==> src/hw/rtl/psfp_pkg.sv <==
// Package for the PCM sample to float converter with planar placement.
// Holds the field widths, register indexes, reset values and float constants.
// No dependencies; used by psfp_convert and pcm_sample_to_float_planar.
`default_nettype none

package psfp_pkg;

  // Field widths.
  localparam int RawW    = 32;
  localparam int StreamW = 8;
  localparam int SidxW   = 16;
  localparam int DestW   = 25;
  localparam int ChanW   = StreamW + 1;
  localparam int CfgIdxW = 3;
  localparam int CfgDatW = 16;

  // Configuration register indexes.
  typedef enum logic [CfgIdxW-1:0] {
    REG_SAMPLE_WIDTH  = 3'd0,
    REG_LITTLE_ENDIAN = 3'd1,
    REG_COUPLED_COUNT = 3'd2,
    REG_STREAM_COUNT  = 3'd3,
    REG_FRAME_SAMPLES = 3'd4
  } cfg_reg_t;

  // Register reset values.
  localparam logic [7:0]  RstSampleWidth  = 8'd16;
  localparam logic        RstLittleEndian = 1'b0;
  localparam logic [7:0]  RstCoupledCount = 8'd0;
  localparam logic [7:0]  RstStreamCount  = 8'd1;
  localparam logic [15:0] RstFrameSamples = 16'd1024;

  // Sample width codes.
  localparam logic [7:0] Width16 = 8'd16;
  localparam logic [7:0] Width24 = 8'd24;
  localparam logic [7:0] Width32 = 8'd32;

  // IEEE single layout.
  localparam int MantBits = 23;
  localparam int ExpBias  = 127;

endpackage

`default_nettype wire

==> src/hw/rtl/pcm_sample_to_float_planar.sv <==
// Top level: PCM sample to float conversion with planar destination index.
// Depends on psfp_pkg and psfp_convert.
//
//  Channel | Handshake         | Payload
//  in      | in_valid/in_stall | raw_sample, stream_index, channel_side, sample_index
//  out     | out_valid/out_stall | float_bits, dest_index, bad_stream
//  cfg     | cfg_valid/cfg_ready | cfg_index, cfg_data
//
// One sample is accepted every cycle while in_stall is low; its result is presented
// once it has moved from the input register to the result register.
// The conversion and the stride multiply sit between those two registers.
// Reset is synchronous and clears the valid bits and the configuration.
// While a result is stalled, one further sample is still taken into the
// input register; in_stall rises only once both registers are full.
`default_nettype none

module pcm_sample_to_float_planar (
  input  wire logic        clk,
  input  wire logic        rst_n,
  input  wire logic        in_valid,
  output logic             in_stall,
  input  wire logic [31:0] in_raw_sample,
  input  wire logic [7:0]  in_stream_index,
  input  wire logic        in_channel_side,
  input  wire logic [15:0] in_sample_index,
  output logic             out_valid,
  input  wire logic        out_stall,
  output logic      [31:0] out_float_bits,
  output logic      [24:0] out_dest_index,
  output logic             out_bad_stream,
  input  wire logic        cfg_valid,
  output logic             cfg_ready,
  input  wire logic [2:0]  cfg_index,
  input  wire logic [15:0] cfg_data
);

  logic [7:0]  sample_width_r;
  logic        little_endian_r;
  logic [7:0]  coupled_count_r;
  logic [7:0]  stream_count_r;
  logic [15:0] frame_samples_r;

  logic        s1_valid_r;
  logic [31:0] raw_r;
  logic [7:0]  sidx_stream_r;
  logic        side_r;
  logic [15:0] spos_r;

  logic        out_valid_r;
  logic [31:0] float_r;
  logic [24:0] dest_r;
  logic        bad_r;

  logic        advance;
  logic        load_s1;
  logic [31:0] float_nxt;
  logic [8:0]  chan;
  logic        bad_nxt;
  logic [24:0] dest_nxt;

  // Configuration registers; writes are always taken.
  assign cfg_ready = 1'b1;

  always_ff @(posedge clk) begin
    if (!rst_n) begin
      sample_width_r  <= psfp_pkg::RstSampleWidth;
      little_endian_r <= psfp_pkg::RstLittleEndian;
      coupled_count_r <= psfp_pkg::RstCoupledCount;
      stream_count_r  <= psfp_pkg::RstStreamCount;
      frame_samples_r <= psfp_pkg::RstFrameSamples;
    end else if (cfg_valid && cfg_ready) begin
      case (cfg_index)
        psfp_pkg::REG_SAMPLE_WIDTH:  sample_width_r  <= cfg_data[7:0];
        psfp_pkg::REG_LITTLE_ENDIAN: little_endian_r <= cfg_data[0];
        psfp_pkg::REG_COUPLED_COUNT: coupled_count_r <= cfg_data[7:0];
        psfp_pkg::REG_STREAM_COUNT:  stream_count_r  <= cfg_data[7:0];
        psfp_pkg::REG_FRAME_SAMPLES: frame_samples_r <= cfg_data;
        default: ;
      endcase
    end
  end

  // Pipeline flow control.
  assign advance  = !out_valid_r || !out_stall;
  assign load_s1  = !s1_valid_r || advance;
  assign in_stall = !load_s1;

  // Input register.
  always_ff @(posedge clk) begin
    if (!rst_n) begin
      s1_valid_r <= 1'b0;
    end else if (load_s1) begin
      s1_valid_r <= in_valid;
    end
  end

  always_ff @(posedge clk) begin
    if (load_s1 && in_valid) begin
      raw_r         <= in_raw_sample;
      sidx_stream_r <= in_stream_index;
      side_r        <= in_channel_side;
      spos_r        <= in_sample_index;
    end
  end

  // Float conversion.
  psfp_convert u_convert (
    .raw_sample    (raw_r),
    .sample_width  (sample_width_r),
    .little_endian (little_endian_r),
    .float_bits    (float_nxt)
  );

  // Planar destination index.
  always_comb begin
    if (sidx_stream_r < coupled_count_r) begin
      chan = {sidx_stream_r, side_r};
    end else begin
      chan = {1'b0, coupled_count_r} + {1'b0, sidx_stream_r};
    end
    bad_nxt = (sidx_stream_r >= stream_count_r);
    dest_nxt = bad_nxt ? 25'd0
                       : ({9'd0, frame_samples_r} * {16'd0, chan}) + {9'd0, spos_r};
  end

  // Result register.
  always_ff @(posedge clk) begin
    if (!rst_n) begin
      out_valid_r <= 1'b0;
    end else if (advance) begin
      out_valid_r <= s1_valid_r;
    end
  end

  always_ff @(posedge clk) begin
    if (advance && s1_valid_r) begin
      float_r <= float_nxt;
      dest_r  <= dest_nxt;
      bad_r   <= bad_nxt;
    end
  end

  assign out_valid      = out_valid_r;
  assign out_float_bits = float_r;
  assign out_dest_index = dest_r;
  assign out_bad_stream = bad_r;

  // Checks.
  a_stall_full: assert property (@(posedge clk) disable iff (!rst_n)
    in_stall |-> (s1_valid_r && out_valid_r && out_stall))
    else $error("input stalled without both registers full");

  a_bad_dest: assert property (@(posedge clk) disable iff (!rst_n)
    (out_valid_r && bad_r) |-> (dest_r == 25'd0))
    else $error("bad stream with non-zero destination");

  a_pos_zero: assert property (@(posedge clk) disable iff (!rst_n)
    (out_valid_r && (float_r[30:0] == 31'd0)) |-> !float_r[31])
    else $error("negative zero produced");

  a_reset_clears: assert property (@(posedge clk)
    !rst_n |=> (!out_valid_r && !s1_valid_r))
    else $error("valid bits not cleared by reset");

endmodule

`default_nettype wire

==> src/hw/rtl/psfp_convert.sv <==
// Combinational sample assembly and conversion to IEEE single precision.
// Depends on psfp_pkg for widths and float constants.
`default_nettype none

module psfp_convert (
  input  wire logic [31:0] raw_sample,
  input  wire logic [7:0]  sample_width,
  input  wire logic        little_endian,
  output logic      [31:0] float_bits
);

  logic [7:0]  b0, b1, b2, b3;
  logic        w24, w32, be16;
  logic [15:0] pat16;
  logic [23:0] pat24;
  logic [31:0] pat32;
  logic [31:0] sx;
  logic        neg;
  logic [31:0] mag;
  logic [4:0]  p;
  logic [31:0] norm;
  logic [23:0] keep;
  logic        guard, sticky, rnd;
  logic [24:0] keep_rnd;
  logic        carry;
  logic [7:0]  exp_base;
  logic [7:0]  expo;

  // Byte assembly in the selected order, then sign extension to 32 bits.
  always_comb begin
    b0 = raw_sample[7:0];
    b1 = raw_sample[15:8];
    b2 = raw_sample[23:16];
    b3 = raw_sample[31:24];
    w24 = (sample_width == psfp_pkg::Width24);
    w32 = (sample_width == psfp_pkg::Width32);
    be16 = (sample_width == psfp_pkg::Width16) && !little_endian;
    pat16 = be16 ? {b0, b1} : {b1, b0};
    pat24 = little_endian ? {b2, b1, b0} : {b0, b1, b2};
    pat32 = little_endian ? {b3, b2, b1, b0} : {b0, b1, b2, b3};
    if (w32) begin
      sx = pat32;
      exp_base = 8'(psfp_pkg::ExpBias - 31);
    end else if (w24) begin
      sx = {{8{pat24[23]}}, pat24};
      exp_base = 8'(psfp_pkg::ExpBias - 23);
    end else begin
      sx = {{16{pat16[15]}}, pat16};
      exp_base = 8'(psfp_pkg::ExpBias - 15);
    end
    neg = sx[31];
    mag = neg ? (~sx + 32'd1) : sx;
  end

  // Leading one position of the magnitude.
  always_comb begin
    p = 5'd0;
    for (int i = 0; i < 32; i++) begin
      if (mag[i]) begin
        p = 5'(i);
      end
    end
  end

  // Normalise, round to nearest even and pack.
  always_comb begin
    norm = mag << (5'd31 - p);
    keep = norm[31:8];
    guard = norm[7];
    sticky = |norm[6:0];
    rnd = guard && (sticky || keep[0]);
    keep_rnd = {1'b0, keep} + {24'd0, rnd};
    carry = keep_rnd[24];
    expo = exp_base + {3'd0, p} + {7'd0, carry};
    if (mag == 32'd0) begin
      float_bits = 32'd0;
    end else begin
      float_bits = {neg, expo, keep_rnd[psfp_pkg::MantBits-1:0]};
    end
  end

endmodule

`default_nettype wire

==> config.mk <==
export PLATFORM = sky130hd
export DESIGN_NAME = pcm_sample_to_float_planar
export DESIGN_NICKNAME = d
export VERILOG_FILES = /design/src/hw/rtl/psfp_pkg.sv /design/src/hw/rtl/pcm_sample_to_float_planar.sv /design/src/hw/rtl/psfp_convert.sv
export SDC_FILE = /design/constraint.sdc
export NUM_CORES = 1
export LEC_CHECK = 0
export ABC_AREA = 1
export BUFFER_PORTS_ARGS = -buffer_cell sky130_fd_sc_hd__buf_4
export CAP_MARGIN = 20
export CORE_MARGIN = 2
export CORE_UTILIZATION = 60
export DETAILED_ROUTE_END_ITERATION = 12
export HOLD_SLACK_MARGIN = 0.1
export PLACE_DENSITY = 0.82
export SETUP_SLACK_MARGIN = 0.02
export SYNTH_ARGS = -nofsm -noshare
export SYNTH_HDL_FRONTEND = slang
export SYNTH_SLANG_ARGS = --single-unit
==> constraint.sdc <==
create_clock -name clk -period 10.25 [get_ports clk]
set_clock_uncertainty 0.1 [all_clocks]
set_input_delay 1.025 -clock clk [delete_from_list [all_inputs] [get_ports clk]]
set_output_delay 1.025 -clock clk [all_outputs]
set_load 0.005 [all_outputs]
==> results.md <==
* Reg2reg start: sidx_stream_r[1]$_DFFE_PP_
* Antenna viol nets, final at 0
* Area grow syn2layout at 11.5%
* Crit Path Max Fanout at 18
* Worst Tran Pin Value at 0.785 ns
* Setup TNS at 0 ns
* GRT Total Usage at 0.303
* Adder-cell share of the synthesized area at 0.218
* # fillers at 2,089
* Max incr delay on CP at 0.54 ns
* RSZ-0062 raised after global routing: no
* FF+latch count, synth at 158
* Mapped Cells at 2,061
* Hold path depth at 2
* DRT Pass-1 Iters at 6
* Die area at 27,000 um^2
* Root Driver: clkbuf_16
* Final Cycle Share at 0.850
* CP required at 10.46 ns
* CTS tree: done
* Fmax at 0.115 GHz
* Longest Clk Path Bufs at 2
* Data arrival time of the worst path at 8.92 ns
* Cts repair resizes at 0
* Setup bufs post-CTS at 0
* Fin crit period at 8.71 ns
* Leak at 8.51 nW
* Final WL at 40,000 um
* Largest family of logic cells by synthesized area: simple AND/OR/NAND/NOR gates
* Grt total ovfl at 0
* Cts hold-fix bufs at 0
* GPL Wtd Cong at 0.950
* Slew headroom at 0.477
* Largest net degree at the start of global routing at 59
* Maxcap violations at 0
* PnR worst setup slack at 1.54 ns
* Commonest non-fill, non-tap cells in the layout: nand2_1 (522), inv_1 (282), nor2_1 (212)
* RR Endpoint: out_dest_index[24]$_SDFFCE_PP0P_
* Die height at 164 um
* Via/cell ratio at 5.58
* Share of post-route cells with drive strength above 1 at 0.121
* Hold EP: stream_count_r[7]$_SDFFE_PN0P_
* Most used DFF post-synth: edfxtp_1
* Xor and xnor area share after synthesis at 0.0291
* I/O pin cnt at 142
* Chip width at 164 um
* Worst Hold Launch: stream_count_r[7]$_SDFFE_PN0P_
* Row cnt at 58
* DR WL/cell at 16.0 um
* Placeable Area at 25,300 um^2
* Yosys warnings at 0
* # diodes at 0
* Status: finished, final reports clean
* Largest delay share family, worst path: adder cells
* Mean Syn Cell Area at 7.49 um^2
* Initial Util at 0.611
* DR vias at 14.0k
* Critical Path End Type: flip-flop
* Post-synthesis mux area share at 0
* Synth unique cells at 52
* First-pass GRT wire length at 65,100 um
* Slowest stage cell on the critical path: fa_1
* Clock Sinks at 158
* Syn_nets at 2,344
* Cell area power density at 207 nW/um^2
* Initial drt markers at 1,534
* Clock latency on the worst-skew pair at 0.45 ns
* R2r setup slk at 1.54 ns
* Port Buffer Count at 140
* Final net count at 2,444
* CTS buffer count at 17
* Buf/Inv on CP at 6
* Commonest non-fill, non-tap cell in the layout: nand2_1
* Worst hold path type: flip-flop to flip-flop
* Reg2reg path depth at 41
* H-tree lvl count at 4
* Compound-Gate Fraction of Synth Area at 0.0928
* Startpoint Class: flip-flop
* Post-DP HPWL at 30,800 um
* Crit path kind: flip-flop to flip-flop
* Residual DRC count at 0
* Register area at 4310 um^2
* Post-synth EDFFs at 115
* Worst slack, placed at 1.71 ns
* Vias in the first global route at 13.2k
* Count of final setup violators at 0
* Sequential area share after synthesis at 0.279
* Peak VDD IR at 0.120 mV
* Ys async rst share at 0
* Hold Vio Cnt, Final at 0
* Synth Area in Simple Gates at 0.281
* Multi-input logic area at 9610 um^2
* Initial antenna violation count at 0
* Worst-path clk slew at 0.08 ns
* Slew Limit Fails at 0
* Cell area after synthesis at 15,400 um^2
flip-flops by register name, indices dropped and copies added, names as in the netlist, 16 cells and up:
name / cells
out_float_bits: 32
raw_r: 32
out_dest_index: 25
frame_samples_r: 16
spos_r: 16
per-layer routing:
| layer | vias to the layer above | global-route usage | share of wire |
|---|---|---|---|
| met3 | 69 | 0.0404 | 0.075 |
| met4 | 0 | 0.0913 | 0.022 |
| met2 | 592 | 0.477 | 0.45 |
| li1 | 6805 | - | - |
| met5 | - | 0 | 0 |
| met1 | 6507 | 0.441 | 0.45 |
logic make-up after synthesis:
family,count (synthesis)
AND/OR/NAND/NOR,1015
buffers and inverters,378
AO/OA/AOI/OAI,260
adder cells (fa/ha/maj),202
flip-flops,158
XOR/XNOR,47
other,1
worst reg2reg max path, delay by kind of cell, from the launching register on:
| kind | cells | cell delay [ns] |
|---|---|---|
| buffers and inverters | 6 | 0.73 |
| adders and majority gates | 7 | 3.10 |
| and+or+nand+nor | 14 | 1.57 |
| DFF | 1 | 0.50 |
| AOI/OAI and AO/OA | 14 | 2.62 |
final cells by class:
class                           instances  area share
Tap cell                              330      0.0240
Multi-Input combinational cell       1525       0.558
Inverter                              304      0.0663
Sequential cell                       158       0.250
Clock buffer                           18      0.0249
Timing Repair Buffer                  155      0.0687
Clock inverter                         14     0.00792
synthesized netlist by cell type (2+ instances only):
library cell	count	area, um^2
fa_1	112	2240
o31ai_2	2	25.0
or2_1	4	25.0
nor4_1	2	12.5
nor2_2	14	87.6
nand3b_1	2	15.0
a41oi_1	2	17.5
nand3_2	3	30.0
inv_1	283	1060
nand3_1	197	986
xor2_1	32	280
buf_1	6	22.5
nand2_2	9	56.3
o21ai_1	12	60.1
buf_4	8	60.1
clkinv_1	2	7.51
a31oi_1	4	25.0
o21bai_1	8	60.1
nand2_4	2	22.5
nor3_1	10	50.1
a21oi_1	88	440
nor3_2	4	40.0
dfxtp_1	43	861
buf_2	24	120
nand4_1	19	119
o21ai_2	3	26.3
o21a_1	6	45.0
buf_6	7	78.8
nor2_4	6	67.6
inv_2	19	71.3
nand2_1	522	1960
or2_2	3	18.8
nor2_1	212	796
xor2_2	5	81.3
o21ai_0	116	581
clkbuf_1	28	105
ha_1	90	1130
o211ai_1	14	105
edfxtp_1	115	3450
nor3b_1	2	15.0
xnor2_1	10	87.6
per-stage QoR:
stage	instance area, um^2	power, mW	hold WS (ns)	utilization	instances
floorplan	15400	2.40	0.335	-	2061
detailed placement	16600	2.90	0.358	0.658	2471
global route	17200	3.88	0.388	0.682	2504
CTS	17200	3.54	0.374	0.681	2503
global placement	16600	2.85	0.346	0.658	2471
finish	17200	3.57	0.375	0.682	2504
report_power, final:
part / switching [mW] / leakage, nW / internal, mW
clock: 0.300 / 0.281 / 0.341
sequential: 0.0298 / 1.45 / 0.799
combinational: 1.40 / 6.78 / 0.696
worst max path at each step:
stage / start / to / slack (ns) / cells past startpoint
floorplan: sidx_stream_r[1]$_DFFE_PP_ / out_dest_index[23]$_SDFFCE_PP0P_ / 2.81 / 45
CTS: sidx_stream_r[1]$_DFFE_PP_ / out_dest_index[23]$_SDFFCE_PP0P_ / 1.67 / 43
detailed placement: sidx_stream_r[1]$_DFFE_PP_ / out_dest_index[23]$_SDFFCE_PP0P_ / 1.71 / 43
global placement: sample_width_r[0]$_SDFFE_PN0P_ / out_float_bits[27]$_SDFFCE_PN0P_ / 2.05 / 61
finish: sidx_stream_r[1]$_DFFE_PP_ / out_dest_index[24]$_SDFFCE_PP0P_ / 1.54 / 41
global route: sidx_stream_r[1]$_DFFE_PP_ / out_dest_index[23]$_SDFFCE_PP0P_ / 0.71 / 43
No activity file was read; power rests on OpenSTA's default activity.
